File: src/rtl/lemm_pkg.sv
package lemm_pkg;

  localparam int unsigned IdxW     = 10;
  localparam int unsigned CntW     = 8;
  localparam int unsigned LenW     = 12;
  localparam int unsigned CfgIdxW  = 3;
  localparam int unsigned CfgDataW = 12;

  // Signed width of edge points and clamp arithmetic: covers -1 up to a full
  // frame length plus the largest mask size.
  localparam int unsigned PtW = LenW + 3;

  // The divider retires two quotient bits per pipeline stage.
  localparam int unsigned DivStages = LenW / 2;

  localparam int unsigned MaskWDefault = 20;
  localparam int unsigned MaskHDefault = 10;

  localparam logic [CntW-1:0] LedsReset   = CntW'(2);
  localparam logic [LenW-1:0] WidthReset  = LenW'(640);
  localparam logic [LenW-1:0] HeightReset = LenW'(480);

  typedef enum logic [1:0] {
    SideLeft,
    SideTop,
    SideRight,
    SideBottom
  } side_e;

  typedef enum logic [CfgIdxW-1:0] {
    RegLedsLeft,
    RegLedsTop,
    RegLedsRight,
    RegLedsBottom,
    RegFrameWidth,
    RegFrameHeight
  } cfg_reg_e;

  // Per-item control that rides alongside the divider.
  typedef struct packed {
    side_e           side;
    logic            bad;
    logic [CntW-1:0] pos;
  } tag_t;

  // One restoring division step: shift in one dividend bit, subtract the
  // divisor if it fits. Returns {quotient bit, new remainder}.
  function automatic logic [CntW:0] div_step(logic [CntW-1:0] rem, logic din,
                                             logic [CntW-1:0] dvs);
    logic [CntW:0] t;
    logic          q;
    t = {rem, din};
    q = (t >= {1'b0, dvs});
    if (q) begin
      t = t - {1'b0, dvs};
    end
    return {q, t[CntW-1:0]};
  endfunction

endpackage

File: src/rtl/lemm_div.sv
module lemm_div import lemm_pkg::*; (
  input  logic            clk_i,
  input  logic            rst_ni,
  input  logic            in_valid_i,
  input  logic [LenW-1:0] len_i,
  input  logic [CntW-1:0] div_i,
  input  tag_t            tag_i,
  output logic            out_valid_o,
  output logic [LenW-1:0] quot_o,
  output logic [LenW-1:0] rem_o,
  output tag_t            tag_o
);

  logic [DivStages-1:0] vld_q;
  logic [LenW-1:0]      len_q  [DivStages];
  logic [CntW-1:0]      div_q  [DivStages];
  logic [CntW-1:0]      rem_q  [DivStages];
  logic [LenW-1:0]      quot_q [DivStages];
  tag_t                 tag_q  [DivStages];

  for (genvar k = 0; k < DivStages; k++) begin : g_stage
    localparam int unsigned Hi = LenW - 1 - 2 * k;

    logic            vld_in;
    logic [LenW-1:0] len_in;
    logic [CntW-1:0] div_in;
    logic [CntW-1:0] rem_in;
    logic [LenW-1:0] quot_in;
    tag_t            tag_in;
    logic [CntW:0]   step_hi;
    logic [CntW:0]   step_lo;
    logic [CntW-1:0] rem_d;
    logic [LenW-1:0] quot_d;

    if (k == 0) begin : g_first
      assign vld_in  = in_valid_i;
      assign len_in  = len_i;
      assign div_in  = div_i;
      assign rem_in  = '0;
      assign quot_in = '0;
      assign tag_in  = tag_i;
    end else begin : g_next
      assign vld_in  = vld_q[k-1];
      assign len_in  = len_q[k-1];
      assign div_in  = div_q[k-1];
      assign rem_in  = rem_q[k-1];
      assign quot_in = quot_q[k-1];
      assign tag_in  = tag_q[k-1];
    end

    always_comb begin
      step_hi = div_step(rem_in, len_in[Hi], div_in);
      step_lo = div_step(step_hi[CntW-1:0], len_in[Hi-1], div_in);
      rem_d   = step_lo[CntW-1:0];
      quot_d  = {quot_in[LenW-3:0], step_hi[CntW], step_lo[CntW]};
    end

    always_ff @(posedge clk_i or negedge rst_ni) begin
      if (!rst_ni) begin
        vld_q[k] <= 1'b0;
      end else begin
        vld_q[k] <= vld_in;
      end
    end

    always_ff @(posedge clk_i) begin
      len_q[k]  <= len_in;
      div_q[k]  <= div_in;
      rem_q[k]  <= rem_d;
      quot_q[k] <= quot_d;
      tag_q[k]  <= tag_in;
    end
  end

  // A side with a single LED has a zero divisor: spacing zero, and the whole
  // length is left over so the LED sits in the middle.
  always_comb begin
    out_valid_o = vld_q[DivStages-1];
    tag_o       = tag_q[DivStages-1];
    if (div_q[DivStages-1] == '0) begin
      quot_o = '0;
      rem_o  = len_q[DivStages-1];
    end else begin
      quot_o = quot_q[DivStages-1];
      rem_o  = {{(LenW-CntW){1'b0}}, rem_q[DivStages-1]};
    end
  end

endmodule

File: src/rtl/led_edge_mask_mapper.sv
// A result appears on result_valid_o once the item taken with start has passed
// one input register, six divider stages, then one stage each for the
// multiply, the edge point and the clamp.
// Throughput: one item per cycle; busy stays low because every stage moves on
// each clock and the receiver cannot stall. Reset clears all valid bits and
// loads the registers with their defaults (2 LEDs per side, 640 x 480 frame).
module led_edge_mask_mapper import lemm_pkg::*; #(
  parameter int unsigned MASK_W = MaskWDefault,
  parameter int unsigned MASK_H = MaskHDefault
) (
  input  logic                clk_i,
  input  logic                rst_ni,
  input  logic                cfg_we_i,
  input  logic [CfgIdxW-1:0]  cfg_idx_i,
  input  logic [CfgDataW-1:0] cfg_data_i,
  input  logic                start,
  output logic                busy,
  input  logic [IdxW-1:0]     led_index_i,
  output logic                result_valid_o,
  output logic [LenW-1:0]     rect_x_o,
  output logic [LenW-1:0]     rect_y_o,
  output logic                index_bad_o
);

  localparam logic signed [PtW-1:0] MaskWS  = PtW'(MASK_W);
  localparam logic signed [PtW-1:0] MaskHS  = PtW'(MASK_H);
  localparam logic signed [PtW-1:0] HalfWS  = PtW'(MASK_W / 2);
  localparam logic signed [PtW-1:0] HalfHS  = PtW'(MASK_H / 2);

  // Centers a mask on point p and clamps it into a frame of length f. When
  // the mask would run past the far edge it is pushed back against that edge,
  // and a frame smaller than the mask leaves the corner at zero.
  function automatic logic [LenW-1:0] clamp_axis(logic signed [PtW-1:0] p,
                                                 logic signed [PtW-1:0] m,
                                                 logic signed [PtW-1:0] half,
                                                 logic [LenW-1:0] f);
    logic signed [PtW-1:0] fs;
    logic signed [PtW-1:0] c;
    logic signed [PtW-1:0] r;
    fs = $signed({{(PtW-LenW){1'b0}}, f});
    c  = p - half;
    if (c + m >= fs) begin
      r = fs - m;
    end else if (c < 0) begin
      r = '0;
    end else begin
      r = c;
    end
    if (r < 0) begin
      r = '0;
    end
    return r[LenW-1:0];
  endfunction

  function automatic logic signed [PtW-1:0] ext(logic [LenW-1:0] v);
    return $signed({{(PtW-LenW){1'b0}}, v});
  endfunction

  // Configuration registers.
  logic [CntW-1:0] leds_left_q, leds_top_q, leds_right_q, leds_bottom_q;
  logic [LenW-1:0] frame_width_q, frame_height_q;

  always_ff @(posedge clk_i or negedge rst_ni) begin
    if (!rst_ni) begin
      leds_left_q     <= LedsReset;
      leds_top_q      <= LedsReset;
      leds_right_q    <= LedsReset;
      leds_bottom_q   <= LedsReset;
      frame_width_q   <= WidthReset;
      frame_height_q  <= HeightReset;
    end else if (cfg_we_i) begin
      unique case (cfg_reg_e'(cfg_idx_i))
        RegLedsLeft:    leds_left_q    <= cfg_data_i[CntW-1:0];
        RegLedsTop:     leds_top_q     <= cfg_data_i[CntW-1:0];
        RegLedsRight:   leds_right_q   <= cfg_data_i[CntW-1:0];
        RegLedsBottom:  leds_bottom_q  <= cfg_data_i[CntW-1:0];
        RegFrameWidth:  frame_width_q  <= cfg_data_i[LenW-1:0];
        RegFrameHeight: frame_height_q <= cfg_data_i[LenW-1:0];
        default: ;
      endcase
    end
  end

  // Every stage advances on every clock, so a new item is always welcome.
  assign busy = 1'b0;

  // Side selection. The strip runs left, top, right, bottom, so the running
  // sums of the side counts mark where each side starts. The position along
  // the side, the side length and the divisor (count minus one) are captured
  // in the input register.
  logic [IdxW-1:0] end_left, end_top, end_right, end_bottom;
  logic [IdxW-1:0] base;
  logic [IdxW-1:0] pos_full;
  side_e           side_d;
  logic            bad_d;
  logic [CntW-1:0] cnt_d;
  logic [LenW-1:0] len_d;

  always_comb begin
    end_left   = {{(IdxW-CntW){1'b0}}, leds_left_q};
    end_top    = end_left  + {{(IdxW-CntW){1'b0}}, leds_top_q};
    end_right  = end_top   + {{(IdxW-CntW){1'b0}}, leds_right_q};
    end_bottom = end_right + {{(IdxW-CntW){1'b0}}, leds_bottom_q};
    bad_d      = 1'b0;
    if (led_index_i < end_left) begin
      side_d = SideLeft;
      base   = '0;
      cnt_d  = leds_left_q;
      len_d  = frame_height_q;
    end else if (led_index_i < end_top) begin
      side_d = SideTop;
      base   = end_left;
      cnt_d  = leds_top_q;
      len_d  = frame_width_q;
    end else if (led_index_i < end_right) begin
      side_d = SideRight;
      base   = end_top;
      cnt_d  = leds_right_q;
      len_d  = frame_height_q;
    end else begin
      side_d = SideBottom;
      base   = end_right;
      cnt_d  = leds_bottom_q;
      len_d  = frame_width_q;
      bad_d  = (led_index_i >= end_bottom);
    end
    pos_full = led_index_i - base;
  end

  logic            s_vld_q;
  tag_t            s_tag_q;
  logic [LenW-1:0] s_len_q;
  logic [CntW-1:0] s_div_q;

  always_ff @(posedge clk_i or negedge rst_ni) begin
    if (!rst_ni) begin
      s_vld_q <= 1'b0;
    end else begin
      s_vld_q <= start && !busy;
    end
  end

  always_ff @(posedge clk_i) begin
    s_tag_q.side <= side_d;
    s_tag_q.bad  <= bad_d;
    s_tag_q.pos  <= pos_full[CntW-1:0];
    s_len_q      <= len_d;
    s_div_q      <= cnt_d - CntW'(1);
  end

  // Spacing and leftover: the quotient is the LED spacing, and the remainder
  // is exactly the length not covered by the spacing, which is split evenly
  // on both ends.
  logic            d_vld;
  logic [LenW-1:0] d_quot;
  logic [LenW-1:0] d_rem;
  tag_t            d_tag;

  lemm_div u_div (
    .clk_i       (clk_i),
    .rst_ni      (rst_ni),
    .in_valid_i  (s_vld_q),
    .len_i       (s_len_q),
    .div_i       (s_div_q),
    .tag_i       (s_tag_q),
    .out_valid_o (d_vld),
    .quot_o      (d_quot),
    .rem_o       (d_rem),
    .tag_o       (d_tag)
  );

  // Multiply stage: position times spacing. The product never exceeds the
  // side length, so the low bits hold it.
  logic [CntW+LenW-1:0] prod_full;
  logic                 m_vld_q;
  tag_t                 m_tag_q;
  logic [LenW-1:0]      m_prod_q;
  logic [LenW-2:0]      m_off_q;

  assign prod_full = {{LenW{1'b0}}, d_tag.pos} * {{CntW{1'b0}}, d_quot};

  always_ff @(posedge clk_i or negedge rst_ni) begin
    if (!rst_ni) begin
      m_vld_q <= 1'b0;
    end else begin
      m_vld_q <= d_vld;
    end
  end

  always_ff @(posedge clk_i) begin
    m_tag_q  <= d_tag;
    m_prod_q <= prod_full[LenW-1:0];
    m_off_q  <= d_rem[LenW-1:1];
  end

  // Edge point stage: turn the distance along the side into frame
  // coordinates. Left and bottom run backwards, so they count from the far
  // end; the right edge sits on the last column.
  logic [LenW:0]         along_full;
  logic signed [PtW-1:0] along;
  logic signed [PtW-1:0] px_d, py_d;
  logic                  p_vld_q;
  logic                  p_bad_q;
  logic signed [PtW-1:0] px_q, py_q;

  always_comb begin
    along_full = {1'b0, m_prod_q} + {2'b0, m_off_q};
    along      = ext(along_full[LenW-1:0]);
    unique case (m_tag_q.side)
      SideLeft: begin
        px_d = '0;
        py_d = ext(frame_height_q) - along;
      end
      SideTop: begin
        px_d = along;
        py_d = '0;
      end
      SideRight: begin
        px_d = ext(frame_width_q) - PtW'(1);
        py_d = along;
      end
      SideBottom: begin
        px_d = ext(frame_width_q) - along;
        py_d = ext(frame_height_q) - PtW'(1);
      end
      default: begin
        px_d = '0;
        py_d = '0;
      end
    endcase
  end

  always_ff @(posedge clk_i or negedge rst_ni) begin
    if (!rst_ni) begin
      p_vld_q <= 1'b0;
    end else begin
      p_vld_q <= m_vld_q;
    end
  end

  always_ff @(posedge clk_i) begin
    p_bad_q <= m_tag_q.bad;
    px_q    <= px_d;
    py_q    <= py_d;
  end

  // Clamp stage feeding the output register. An index past the strip gives
  // a zero corner with the flag set.
  logic            o_vld_q;
  logic [LenW-1:0] o_x_q, o_y_q;
  logic            o_bad_q;

  always_ff @(posedge clk_i or negedge rst_ni) begin
    if (!rst_ni) begin
      o_vld_q <= 1'b0;
    end else begin
      o_vld_q <= p_vld_q;
    end
  end

  always_ff @(posedge clk_i) begin
    o_bad_q <= p_bad_q;
    if (p_bad_q) begin
      o_x_q <= '0;
      o_y_q <= '0;
    end else begin
      o_x_q <= clamp_axis(px_q, MaskWS, HalfWS, frame_width_q);
      o_y_q <= clamp_axis(py_q, MaskHS, HalfHS, frame_height_q);
    end
  end

  assign result_valid_o = o_vld_q;
  assign rect_x_o       = o_x_q;
  assign rect_y_o       = o_y_q;
  assign index_bad_o    = o_bad_q;

endmodule
File: config.mk
export PLATFORM = sky130hd
export DESIGN_NAME = led_edge_mask_mapper
export DESIGN_NICKNAME = d
export VERILOG_FILES = /design/src/rtl/lemm_pkg.sv /design/src/rtl/lemm_div.sv /design/src/rtl/led_edge_mask_mapper.sv
export SDC_FILE = /design/constraint.sdc
export NUM_CORES = 1
export LEC_CHECK = 0
export ABC_AREA = 1
export ABC_CLOCK_PERIOD_IN_PS = 15310
export CELL_PAD_IN_SITES_DETAIL_PLACEMENT = 0
export CELL_PAD_IN_SITES_GLOBAL_PLACEMENT = 1
export CORE_UTILIZATION = 45
export DETAILED_ROUTE_END_ITERATION = 8
export DONT_BUFFER_PORTS = 1
export GPL_ROUTABILITY_DRIVEN = 0
export GPL_TIMING_DRIVEN = 0
export PLACE_DENSITY_LB_ADDON = 0.1
export SLEW_MARGIN = 20
export SYNTH_ARGS = -nofsm -noshare
export SYNTH_HDL_FRONTEND = slang
export SYNTH_SLANG_ARGS = --single-unit
File: constraint.sdc
create_clock -name clk_i -period 15.31 [get_ports clk_i]
set_input_delay 3.062 -clock clk_i [delete_from_list [all_inputs] [get_ports clk_i]]
set_output_delay 3.062 -clock clk_i [all_outputs]
set_load 0.03 [all_outputs]
* Word-level counts from Yosys, hierarchy flattened
Memories as Yosys holds them, arrays and structs flattened.
Index checks and enable logic that the tools add are counted.
** Word-level totals
- RAM bits :: 306
- Logic and storage cells :: 143
- Memories :: 5
- Register bits :: 179
- Input bits :: 29
** Operators by class
- $lt $le $gt $ge :: 22
- Equal/unequal tests :: 8
- Add/sub/neg operators :: 28
- Reductions and logical operators :: 13
- Multipliers :: 1
- Multiplexer cells :: 33
** Memories
- u_div.len_q :: depth 6, width 12, read ports 6, clocked after Yosys merged registers in 0, wr ports 6, RTL line lemm_div.sv:15 : logic [LenW-1:0] len_q [DivStages];
- u_div.quot_q :: depth 6, width 12, read ports 6, clocked after Yosys merged registers in 0, wr ports 6, RTL line lemm_div.sv:18 : logic [LenW-1:0] quot_q [DivStages];
- u_div.tag_q :: depth 6, width 11, read ports 6, clocked after Yosys merged registers in 0, wr ports 6, RTL line lemm_div.sv:19 : tag_t tag_q [DivStages];
- u_div.div_q :: depth 6, width 8, read ports 6, clocked after Yosys merged registers in 0, wr ports 6, RTL line lemm_div.sv:16 : logic [CntW-1:0] div_q [DivStages];
- u_div.rem_q :: depth 6, width 8, read ports 6, clocked after Yosys merged registers in 0, wr ports 6, RTL line lemm_div.sv:17 : logic [CntW-1:0] rem_q [DivStages];
** Operators by type and width (number)
- $mux W8 :: 19
- $pmux W15 S4 :: 2
- $ge A9 B8 Y1 :: 11
- $sub A8 B8 Y8 :: 12
- $mux W15 :: 6
- $lt A15 B1 Y1 const B :: 4
- $mux W12 :: 4
- $ge A15 B13 Y1 :: 2
- $sub A12 B1 Y13 const B :: 2
- $sub A12 B12 Y13 :: 2
- $add A15 B5 Y15 const B :: 1
- $add A15 B6 Y15 const B :: 1
- $sub A15 B4 Y15 const B :: 1
- $sub A15 B5 Y15 const B :: 1
- $sub A12 B4 Y13 const B :: 1
- $sub A12 B5 Y13 const B :: 1
- $add A12 B11 Y12 :: 1
- $mul A8 B12 Y12 :: 1
- $reduce_and A2 Y1 :: 6
- $add A10 B8 Y10 :: 1
- $add A9 B8 Y10 :: 1
- $ge A10 B10 Y1 :: 1
- $lt A10 B10 Y1 :: 1
- $lt A10 B8 Y1 :: 1
- other kinds (16) :: 22

* Depth between registers and ports, before layout
- Depth after elaboration :: 7
- Gate-level depth with buffers :: 35
- Mapped depth without buffers :: 34

* Modules after synthesis
Synthesis repeated with hierarchy kept, for this count alone.
** Second synthesis, totals
- Cell total of the unflattened synthesis :: 3153
- Area, all modules :: 25166.6 sq um
** By module, submodules not included
- led_edge_mask_mapper :: cells each 1822, area each 13511.7 sq um, times used 1
- lemm_div :: cells each 1331, area each 11654.9 sq um, times used 1

* Worst setup path before layout
No wires, ideal clock.
- Path type :: input port to flip-flop
- Start :: input port led_index_i[5]
- End :: register s_tag_q[7] in the netlist's numbering
- Setup time :: 0.127 ns
- Arrival time :: 5.956 ns
- Stages :: 22
- Slack :: 9.227 ns
- Path through :: ha_1 a21oi_1 o21a_1 nand2_1 a21boi_0 nand2_1 nand2_2 nand2_2 buf_2 buf_2 o211ai_1 o211ai_1 ha_1 a21oi_1 nand2_1 a21oi_1 nor2_1 nor2_1 o21ai_0 a21oi_1 xnor2_1 xor2_1
** On the way
- Word-level cells in the longest chain between the ends :: 5
- Elaborated cells on any way between the ends :: 7
- Those cells by class :: add/sub (1); order compare (3); mux (3)
** Ends and longest elaborated chain
- start: declaration :: RTL line led_edge_mask_mapper.sv:18 : input logic [IdxW-1:0] led_index_i,
- $lt A10 B10 Y1 :: RTL line led_edge_mask_mapper.sv:115 : end else if (led_index_i < end_right) begin
- $mux W8 :: RTL line led_edge_mask_mapper.sv:115
- $mux W8 :: RTL line led_edge_mask_mapper.sv:110 : end else if (led_index_i < end_top) begin
- $mux W8 :: RTL line led_edge_mask_mapper.sv:105 : if (led_index_i < end_left) begin
- $sub A8 B8 Y8 * :: RTL line led_edge_mask_mapper.sv:127 : pos_full = led_index_i - base;
- named net pos_full[7] :: RTL line led_edge_mask_mapper.sv:93 : logic [IdxW-1:0] pos_full;
- end: declaration :: RTL line led_edge_mask_mapper.sv:131 : tag_t s_tag_q;
The timed path passes the listed nets; every way through them passes the cells marked *.
A chain may end at the register's enable or synchronous reset.

* Final worst setup path
- Start :: register leds_left_q[0]
- End :: register s_tag_q[7] in the netlist's numbering
** On the way
- Word-level cells in the longest chain between the ends :: 7
- Elaborated cells on any way between the ends :: 9
- Those cells by class :: add/sub (3); order compare (3); mux (3)
** Ends and longest elaborated chain
- start: declaration :: RTL line led_edge_mask_mapper.sv:60 : logic [CntW-1:0] leds_left_q, leds_top_q, leds_right_q, leds_bottom_q;
- start signal: assignment :: RTL line led_edge_mask_mapper.sv:65 : leds_left_q <= LedsReset;
- start signal: assignment :: RTL line led_edge_mask_mapper.sv:73 : RegLedsLeft: leds_left_q <= cfg_data_i[CntW-1:0];
- $add A8 B8 Y9 :: RTL line led_edge_mask_mapper.sv:101 : end_top = end_left + {{(IdxW-CntW){1'b0}}, leds_top_q};
- $add A9 B8 Y10 :: RTL line led_edge_mask_mapper.sv:102 : end_right = end_top + {{(IdxW-CntW){1'b0}}, leds_right_q};
- $lt A10 B10 Y1 :: RTL line led_edge_mask_mapper.sv:115
- $mux W8 :: RTL line led_edge_mask_mapper.sv:115
- $mux W8 :: RTL line led_edge_mask_mapper.sv:110
- $mux W8 * :: RTL line led_edge_mask_mapper.sv:105
- $sub A8 B8 Y8 * :: RTL line led_edge_mask_mapper.sv:127
- named net pos_full[7] :: RTL line led_edge_mask_mapper.sv:93
Marks and branches as above.

==> impl_metrics.csv <==
group,metric,value,unit
floorplan,pin_count,56,
drt,drt-vias-per-instance,4.96,
floorplan,die_w,231,um
synthesis,synth_area_leader_cell,"dfxtp_1",
synthesis,synth_edf_count,0,
grt,grt_max_degree,67,
sta,finalHoldViolCount,0,
synthesis,ys_seq_area_share,39.6,%
sta,setup_slack,8.89,ns
synthesis,synth_cell_types,62,
final_layout,drive_gt1_share,6.65,%
drt,drt-pass1-iter-count,5,
setup_path,required,15.77,ns
drt,drc_errors,0,
setup_path,path_class,"flop to flop",
synthesis,ys_seq_elements,449,
sta,rsz0062_at_grt,"false",
final_layout,postLayoutCellArea,26000,um2
sta,period_minus_slack,6.42,ns
setup_path,worstSetupEndpointType,"flop",
synthesis,yosysWarnings,0,
floorplan,core-area,51500,um2
setup_path,crit_family,"compound AO/OA/AOI/OAI gates",
drt,routed_wl,56.1,mm
floorplan,std_cell_rows,83,
final_layout,n_fill_cell,5005,
placed_design,place_area,24400,um2
grt,use_met1,28.6,%
clocking,cts-root-buf,"clkbuf_16",
sta,finalMaxSlewViolations,0,
synthesis,synth_top_area_share,32.6,%
drt,post_drt_wl_per_cell,15.6,um
sta,finalCritPeriodShare,41.9,%
floorplan,fp.dieH,231,um
placed_design,numPortBuffers,0,
final_layout,syn2layout_area_growth,10.5,%
final_layout,nets,3196,
min_path,hold_path.class,"flop to flop",
floorplan,start_util,45.7,%
grt,grt.total_usage,21.6,%
clocking,cts_setup_buffers,0,
clocking,clkLatencyLatePin,0.58,ns
grt,grt_pass1_wl,91.5,mm
setup_path,cp-start-kind,"flop",
setup_path,critical_path.slowest_cell,"dfrtp_1",
sta,fmax,156,MHz
setup_path,path_buf_inv,3,
drt,vias,17759,
drt,antenna_left,0,
run_status,status,"finished, final reports clean",
clocking,cts_resized,0,
clocking,clockBufferDepth,3,
synthesis,syn_nets,3148,
synthesis,synth-async-reset-ratio,14.7,%
placed_design,hpwl,45.2,mm
placed_design,pre_cts_ws,8.68,ns
synthesis,syn-cell-area,23500,um2
synthesis,synth_flop_cell,"dfxtp_1",
setup_path,worstPathMaxFanout,10,
setup_path,cp.arrival,6.87,ns
sta,skew,0.0276,ns
clocking,ctsHoldBuffers,0,
final_layout,seq_area,9330,um2
clocking,cts_sinks,449,
grt,antenna_found_initial,0,
clocking,clkTransAtPathRegs,0.06,ns
drt,drt_iter0_drc,944,
grt,grtUsageMet2,36.4,%
clocking,htree_levels,2,
grt,use_met3,2.48,%
clocking,cts_tree,"built",
synthesis,avgSynthCellArea,8.35,um2
grt,overflow,0,
synthesis,syn_inst,2820,
floorplan,dieArea,53200,um2
grt,grt.busiest_layer,"met2",
sta,slew_headroom,54.7,%
sta,setup-tns-final,0,ns
sta,final-setup-viol-count,0,
synthesis,synth_area_leaders,"dfxtp_1 (33%), ha_1 (13%), nand2_1 (8.4%)",
clocking,cts_buffers,46,
setup_path,slowest_delay,0.45,ns
sta,hold_ws,0.315,ns
sta,worstMarginPinSlew,0.680,ns
job,cap_violations,0,
final_layout,diodes,0,
grt,grt_pass1_vias,17714,
final_layout,multi_input_area,12400,um2
==> path summary, 6_finish.rpt <==
path                              startpoint                       to  slack [ns]  depth (start not counted)
setup / recovery              leds_left_q[0]               s_tag_q[7]        8.89                         32
hold / removal             u_div.tag_q[3][5]        u_div.tag_q[4][5]        0.32                          0
setup reg to reg              leds_left_q[0]               s_tag_q[7]        8.89                         32
hold reg to reg            u_div.tag_q[3][5]        u_div.tag_q[4][5]        0.32                          0
max in group asynchronous             rst_ni        frame_height_q[5]       12.93                          0
min in group asynchronous             rst_ni  u_div.g_stage[1].vld_in        2.17                          0
==> worst reg2reg max path, delay by kind of cell (launching register included) <==
kind	cells	cell delay, ns
adder cells (fa/ha/maj)	5	1.67
buffers and inverters	3	0.50
XOR/XNOR	3	0.62
AND/OR/NAND/NOR	11	1.37
AO/OA/AOI/OAI	10	1.69
flip-flops	1	0.45
==> layout by cell type, fill, tap and decap left out, types with 7 or more instances in the layout <==
cell,Yosys,routed
nor2_2,14,14
nand2_2,9,9
o22ai_1,8,8
dfrtp_1,56,56
nor3_1,14,14
nand2_1,525,525
o21ai_1,8,8
fa_1,54,54
o211ai_1,11,11
xor2_1,100,100
nor2_1,192,192
clkbuf_1,27,35
or2_2,20,20
clkbuf_16,0,47
o21ai_0,190,190
dfxtp_1,383,383
a21o_1,7,7
nand3_1,102,102
nand4_1,48,48
clkbuf_8,0,11
buf_2,14,14
a21oi_1,180,180
dfstp_2,10,10
o21bai_1,13,13
inv_1,424,424
a21oi_2,12,12
ha_1,245,245
xnor2_1,57,57
==> synth_stat cells (3+ instances only) <==
master / count
nand2_1: 525
inv_1: 424
dfxtp_1: 383
ha_1: 245
nor2_1: 192
o21ai_0: 190
a21oi_1: 180
nand3_1: 102
xor2_1: 100
xnor2_1: 57
dfrtp_1: 56
fa_1: 54
nand4_1: 48
clkbuf_1: 27
or2_2: 20
buf_2: 14
nor2_2: 14
nor3_1: 14
o21bai_1: 13
a21oi_2: 12
o211ai_1: 11
dfstp_2: 10
nand2_2: 9
o21ai_1: 8
o22ai_1: 8
a21o_1: 7
a21boi_0: 6
and2_1: 6
nand3b_1: 6
a31oi_1: 5
inv_2: 5
nand3_2: 5
o21a_1: 5
o21ai_2: 5
a211oi_1: 4
nor3_2: 4
o31ai_1: 4
clkinv_1: 3
mux2_2: 3
nor4_1: 3
o221ai_1: 3
or2_1: 3
==> cell type report <==
cell class / instances / area share [%]
sequential: 449 / 35.9
clock buffer: 66 / 5.22
tap: 680 / 3.27
multi-input combinational: 1894 / 47.6
clock inverter: 18 / 1.01
inverter: 432 / 6.23
buffer: 45 / 0.803
==> state kept, by name, summed over array words and instances, names as in the netlist, 11 cells and up <==
register        cells
u_div.len_q        71
u_div.div_q        48
px_q               13
rect_x_o           12
m_prod_q           12
u_div.tag_q        66
frame_height_q     12
s_tag_q            11
u_div.rem_q        47
m_off_q            11
s_len_q            12
rect_y_o           12
py_q               13
frame_width_q      12
u_div.quot_q       42
==> through the flow <==
stage	util (%)	std cells
2_1_floorplan	-	2820
3_3_place_gp	47.4	3500
3_5_place_dp	47.4	3500
4_1_cts	50.5	3584
5_1_grt	50.5	3584
6_report	50.5	3584
==> layer usage <==
metal | vias up | share of wire, % | wire length (um)
met3 | 92 | 3.4 | 1890
li1 | 9199 | - | -
met5 | - | 0 | 0
met2 | 289 | 46 | 26100
met4 | 0 | 2.8 | 1570
met1 | 8179 | 47 | 26600
==> cell families after synthesis <==
kind of cell / synth area share (%)
other cells: 0.0159
compound gates: 11.2
mux: 0.143
simple gates: 17.5
flops: 39.6
xor+xnor: 6.16
fa+ha+maj: 17.6
buf+inv: 7.77
Power is not shown: default switching activity piles up to over one toggle a cycle in this logic, so the estimate is an artifact.
